`src/rtl/core/trilateration_2d_solver_macros.svh`:
```
`ifndef TRILATERATION_2D_SOLVER_MACROS_SVH
`define TRILATERATION_2D_SOLVER_MACROS_SVH

// Shorthand for concurrent checks; clk and rst come from the enclosing module.

// Consequent holds in the same cycle as the antecedent.
`define TDS_ASSERT_NOW(label, ante, cons, msg) \
  label: assert property (@(posedge clk) disable iff (rst) (ante) |-> (cons)) \
    else $error(msg);

// Consequent holds in the cycle after the antecedent.
`define TDS_ASSERT_NEXT(label, ante, cons, msg) \
  label: assert property (@(posedge clk) disable iff (rst) (ante) |=> (cons)) \
    else $error(msg);

`endif

```
`src/rtl/core/tds_pkg.sv`:
```
package tds_pkg;

  localparam int CoordW  = 16;               // tower and position coordinates
  localparam int RangeW  = 16;               // measured ranges
  localparam int DiffW   = CoordW + 1;       // tower coordinate differences
  localparam int KW      = DiffW + 1;        // matrix entries, 2*(t - ta)
  localparam int SqW     = 2 * RangeW;       // range squared
  localparam int NormW   = 2 * CoordW;       // |t|^2
  localparam int CW      = SqW + 2;          // right-hand side terms
  localparam int PW      = 2 * KW;           // cross products of the determinant
  localparam int DW      = PW + 1;           // determinant
  localparam int NW      = CW + KW + 1;      // Cramer numerators
  localparam int QW      = CoordW + 1;       // quotient bits kept by the divider
  localparam int RW      = NW + 2;           // divider remainder
  localparam int DivW    = DW + 1;           // divider divisor, 2*|det|
  localparam int RegIdxW = 3;
  localparam int QDepth  = 4;
  localparam int QPtrW   = $clog2(QDepth);

  localparam logic [RegIdxW-1:0] REG_TOWER_A_X = 3'd0;
  localparam logic [RegIdxW-1:0] REG_TOWER_A_Y = 3'd1;
  localparam logic [RegIdxW-1:0] REG_TOWER_B_X = 3'd2;
  localparam logic [RegIdxW-1:0] REG_TOWER_B_Y = 3'd3;
  localparam logic [RegIdxW-1:0] REG_TOWER_C_X = 3'd4;
  localparam logic [RegIdxW-1:0] REG_TOWER_C_Y = 3'd5;

  localparam logic [1:0] STATUS_OK       = 2'd0;
  localparam logic [1:0] STATUS_SINGULAR = 2'd1;
  localparam logic [1:0] STATUS_SAT      = 2'd2;

  localparam logic [CoordW-1:0] CoordMaxBits = {1'b0, {(CoordW-1){1'b1}}};
  localparam logic [CoordW-1:0] CoordMinBits = {1'b1, {(CoordW-1){1'b0}}};
  localparam logic [QW-1:0]     CoordMag     = QW'(2 ** (CoordW - 1));

  localparam logic signed [CoordW-1:0] TowerAXReset = CoordW'(0);
  localparam logic signed [CoordW-1:0] TowerAYReset = CoordW'(0);
  localparam logic signed [CoordW-1:0] TowerBXReset = CoordW'(1000);
  localparam logic signed [CoordW-1:0] TowerBYReset = CoordW'(0);
  localparam logic signed [CoordW-1:0] TowerCXReset = CoordW'(0);
  localparam logic signed [CoordW-1:0] TowerCYReset = CoordW'(1000);

  typedef struct packed {
    logic [RangeW-1:0] range_a;
    logic [RangeW-1:0] range_b;
    logic [RangeW-1:0] range_c;
  } meas_t;

  typedef struct packed {
    logic signed [CoordW-1:0] pos_x;
    logic signed [CoordW-1:0] pos_y;
    logic [1:0]               status;
  } fix_t;

  typedef struct packed {
    logic signed [CoordW-1:0] ax;
    logic signed [CoordW-1:0] ay;
    logic signed [CoordW-1:0] bx;
    logic signed [CoordW-1:0] by;
    logic signed [CoordW-1:0] cx;
    logic signed [CoordW-1:0] cy;
  } towers_t;

  // Linear system of one word, handed from front to back.
  typedef struct packed {
    logic signed [CW-1:0] cc;
    logic signed [CW-1:0] dd;
    logic signed [DW-1:0] det;
    logic signed [KW-1:0] a0;
    logic signed [KW-1:0] a1;
    logic signed [KW-1:0] b0;
    logic signed [KW-1:0] b1;
    logic                 singular;
  } sys_t;

endpackage

```
`src/rtl/core/tds_queue.sv`:
```
`include "trilateration_2d_solver_macros.svh"

module tds_queue (
  input  logic          clk,
  input  logic          rst,
  input  logic          push,
  input  tds_pkg::sys_t wdata,
  output logic          full,
  input  logic          pop,
  output tds_pkg::sys_t rdata,
  output logic          empty
);
  import tds_pkg::*;

  sys_t             mem [QDepth];
  logic [QPtrW-1:0] wr_ptr, rd_ptr;
  logic [QPtrW:0]   count;

  assign full  = (count == (QPtrW+1)'(QDepth));
  assign empty = (count == '0);
  assign rdata = mem[rd_ptr];

  always_ff @(posedge clk) begin
    if (push) begin
      mem[wr_ptr] <= wdata;
    end
  end

  always_ff @(posedge clk) begin
    if (rst) begin
      wr_ptr <= '0;
      rd_ptr <= '0;
      count  <= '0;
    end else begin
      if (push) begin
        wr_ptr <= wr_ptr + 1'b1;
      end
      if (pop) begin
        rd_ptr <= rd_ptr + 1'b1;
      end
      unique case ({push, pop})
        2'b10:   count <= count + 1'b1;
        2'b01:   count <= count - 1'b1;
        default: count <= count;
      endcase
    end
  end

  `TDS_ASSERT_NOW(a_push_not_full, push, !full, "queue written while full")
  `TDS_ASSERT_NOW(a_pop_not_empty, pop, !empty, "queue read while empty")
  `TDS_ASSERT_NEXT(a_fill_seen, push && !pop, !empty, "queue empty after a write")

endmodule

```
`config.mk`:
```
export PLATFORM = sky130hd
export DESIGN_NAME = tds_queue
export DESIGN_NICKNAME = d
export VERILOG_FILES = /design/src/rtl/core/tds_pkg.sv /design/src/rtl/core/tds_queue.sv
export VERILOG_INCLUDE_DIRS = /design/src /design/src/rtl/core
export SDC_FILE = /design/constraint.sdc
export NUM_CORES = 1
export LEC_CHECK = 0
export BUFFER_PORTS_ARGS = -buffer_cell sky130_fd_sc_hd__buf_4
export CAP_MARGIN = 25
export CELL_PAD_IN_SITES_DETAIL_PLACEMENT = 0
export CELL_PAD_IN_SITES_GLOBAL_PLACEMENT = 1
export CORE_UTILIZATION = 30
export CTS_BUF_LIST = sky130_fd_sc_hd__clkbuf_8
export DETAILED_ROUTE_END_ITERATION = 7
export PLACE_DENSITY = 0.59
export REMOVE_ABC_BUFFERS = 1
export SLEW_MARGIN = 20
export SYNTH_ARGS = -nofsm -noshare
export SYNTH_HDL_FRONTEND = slang
export SYNTH_SLANG_ARGS = --single-unit
```
`constraint.sdc`:
```
create_clock -name clk -period 5 [get_ports clk]
set_input_delay 0.5 -clock clk [delete_from_list [all_inputs] [get_ports clk]]
set_output_delay 0.5 -clock clk [all_outputs]
set_load 0.005 [all_outputs]
```
==> impl_metrics.json <==
{
  "status": "complete, no violations",
  "drc": 0,
  "hp-start": "wdata[122]",
  "cts_resized": 0,
  "sw_frac_of_total_pct": 23.04,
  "grt_max_degree": 91,
  "powerDensity_mw_per_mm2": 385.6,
  "synth-edff-count": 712,
  "path_max_fanout": 38,
  "path_class": "reg2out",
  "cp.arrival_ns": 2.88,
  "peakVddDrop_v": 0.0002135,
  "dieArea_mm2": 0.08822,
  "grt_use_total_pct": 12.91,
  "synth.cell_area_mm2": 0.02611,
  "clock_path_buffers": 3,
  "fmax_ghz": 0.2962,
  "gp_congestion": 0.6805,
  "nets": 1806,
  "p_switching_mw": 3.046,
  "fin_hold_ws_ns": 0.5056,
  "io_pins": 362,
  "num_vias": 12640,
  "first_pass_iters": 4,
  "cts_tree": "done",
  "fillers": 7761,
  "synthTopCellsByCount": "edfxtp_1 (712), mux4_2 (178), buf_2 (19)",
  "slowest_stage": "dfxtp_4",
  "numCtsBuffers": 117,
  "path_cells": "buf_12 > mux4_2 > buf_4",
  "path_clk_slew_ns": 0.06,
  "post-route-util_pct": 40.02,
  "area_growth_pct": 31.33,
  "synth_area_leader_cell": "edfxtp_1",
  "clock_latency_ns": 0.74,
  "synth-seq-area-share_pct": 82.58,
  "grt_pass1_vias": 14010,
  "skew_ns": 0.02078,
  "ys.flop_type": "edfxtp_1",
  "rr_worst_depth": 3,
  "worstSetupStartpointType": "flip-flop",
  "grt_overflow": 0,
  "avgRoutedWirePerCell_um": 19.87,
  "crit_family": "flip-flops",
  "r2r_end": "mem[3][39]",
  "vias_per_cell": 4.421,
  "async_flop_share_pct": 0,
  "yosysTopAreaCellShare_pct": 81.89,
  "p_comb_share_pct": 11.1,
  "crit_buf_inv": 2,
  "reg2reg_from": "wr_ptr[0]",
  "ys_ff_latch": 721,
  "layout_setup_ws_ns": 1.624,
  "setup_viol": 0,
  "portBuffers": 361,
  "crit_path_end_kind": "output port",
  "grt_pass1_wl_um": 85870,
  "hold_viol": 0,
  "start_util_pct": 30.47,
  "avgSynthCellArea_um2": 26.72,
  "maxCapViolCount": 0,
  "cts_hold_buffers": 182,
  "yosysMostFrequentCell": "edfxtp_1",
  "core-area_mm2": 0.08568,
  "antenna_found_initial": 2,
  "fin_crit_sh_pct": 67.51,
  "drv_slew": 0,
  "grt_setup_unrepaired": "no",
  "worstHoldPathCells": 2,
  "dr.first_iter.drc_count": 657,
  "ys_types": 20,
  "dp_slack_ns": 2.243,
  "worst_slew_pin_slew_ns": 0.9168,
  "leakage_nw": 11.62,
  "htree_levels": 3,
  "cpPeakStageDelay_ns": 0.96,
  "dpl.hpwl_um": 32620,
  "intPower_mw": 10.18,
  "die_y_um": 297.0,
  "cts_root_buf": "clkbuf_8",
  "critPathRequiredTime_ns": 4.50,
  "synthTopCellsByArea": "edfxtp_1 (82%), mux4_2 (15%), dfxtp_1 (0.69%), buf_6 (0.65%), buf_2 (0.36%)",
  "holdPathEnd": "mem[3][122]",
  "rrSetupSlack_ns": 2.73,
  "yosys_warnings": 0,
  "final.min_clock_period_ns": 3.376,
  "cts_setup_buffers": 0,
  "clock-sinks": 721,
  "netlist_instances": 977,
  "finalWirelength_um": 56800,
  "drive_above_1_share_pct": 41.56,
  "p_seq_share_pct": 53.3,
  "hold_path_class": "in2reg",
  "crit_cells": 3,
  "ant_nets": 0,
  "clockPowerShare_pct": 35.7,
  "rows": 107,
  "slew_headroom_pct": 38.88,
  "die_w_um": 297.0
}
-- power groups by stage --
stage	Sequential (mW)	Combinational (mW)	Clock, mW
2_1_floorplan	7.26	0.652	0
3_3_place_gp	7.16	1.37	0
3_5_place_dp	7.17	1.38	0
4_1_cts	7.05	1.52	4.91
5_1_grt	7.07	1.58	5.14
6_report	7.04	1.46	4.72
-- metal layers --
metal	up-vias	GRT usage, %	routed length (µm)
met3	121	4.075	3430
met5	-	0	27
li1	5543	-	-
met4	4	4.283	1539
met2	345	21.60	28410
met1	6623	15.79	23390
-- how the worst max path moves through the flow --
stage          startpoint         to  slack, ns
3_3_place_gp    flip-flop  rdata[49]       2.25
6_report        flip-flop  rdata[64]       1.62
5_1_grt         flip-flop  rdata[53]       1.32
3_5_place_dp    flip-flop  rdata[49]       2.24
4_1_cts         flip-flop  rdata[49]       1.39
2_1_floorplan   flip-flop   rdata[0]      -3.52
-- final cells by class --
| type | count | area (µm²) | area share, % |
|---|---|---|---|
| diodes | 1 | 2.502 | 0.007297 |
| clock buffers | 118 | 1624 | 4.736 |
| clock inverters | 96 | 531.8 | 1.551 |
| inverters | 6 | 22.52 | 0.06568 |
| multi-input cells | 209 | 4247 | 12.38 |
| flip-flops and latches | 721 | 21570 | 62.90 |
| well taps | 1144 | 1431 | 4.174 |
| repair buffers | 563 | 4865 | 14.19 |
-- metrics by stage --
stage / setup TNS, ns / cell area, µm² / std cells / power, mW
floorplan: -731.55 / 25820 / 936 / 7.909
global placement: 0 / 30280 / 2460 / 8.528
CTS: 0 / 34290 / 2857 / 13.47
finish: 0 / 34290 / 2858 / 13.22
global route: 0 / 34290 / 2857 / 13.78
detailed placement: 0 / 30310 / 2461 / 8.558
-- layout by cell type (no fill, tap or decap), drive strengths merged --
cell / Yosys / final
bufinv: 0 / 4
mux2i: 1 / 1
fa: 1 / 1
xor2: 3 / 3
dlygate4sd3: 0 / 182
buf: 34 / 381
xnor2: 2 / 2
clkinv: 0 / 44
inv: 6 / 51
nand2: 1 / 1
ha: 5 / 5
and3: 1 / 1
and2: 4 / 4
o21ai: 1 / 1
mux4: 178 / 178
diode: 0 / 1
clkinvlp: 0 / 3
a21oi: 2 / 2
clkbuf: 7 / 118
dfxtp: 9 / 9
nor2: 8 / 8
or3: 1 / 1
edfxtp: 712 / 712
nor3: 1 / 1
-- state kept, by name, summed over array words and instances, names as in the netlist, named ones only --
register and cells:
wr_ptr 2, count 3, mem 712, rd_ptr 2
-- cell families (layout without fill, tap and decap cells) --
kind of cell,Yosys count,after routing,share of synthesized area (%)
XOR/XNOR,5,5,0.1678
multiplexers,179,179,15.39
AND/OR/NAND/NOR,16,16,0.2923
adder cells (fa/ha/maj),6,6,0.3163
other,0,1,0
flip-flops,721,721,82.58
AO/OA/AOI/OAI,3,3,0.05749
buffers and inverters,47,783,1.198
Note: power is estimated with default switching activity, not from simulation.
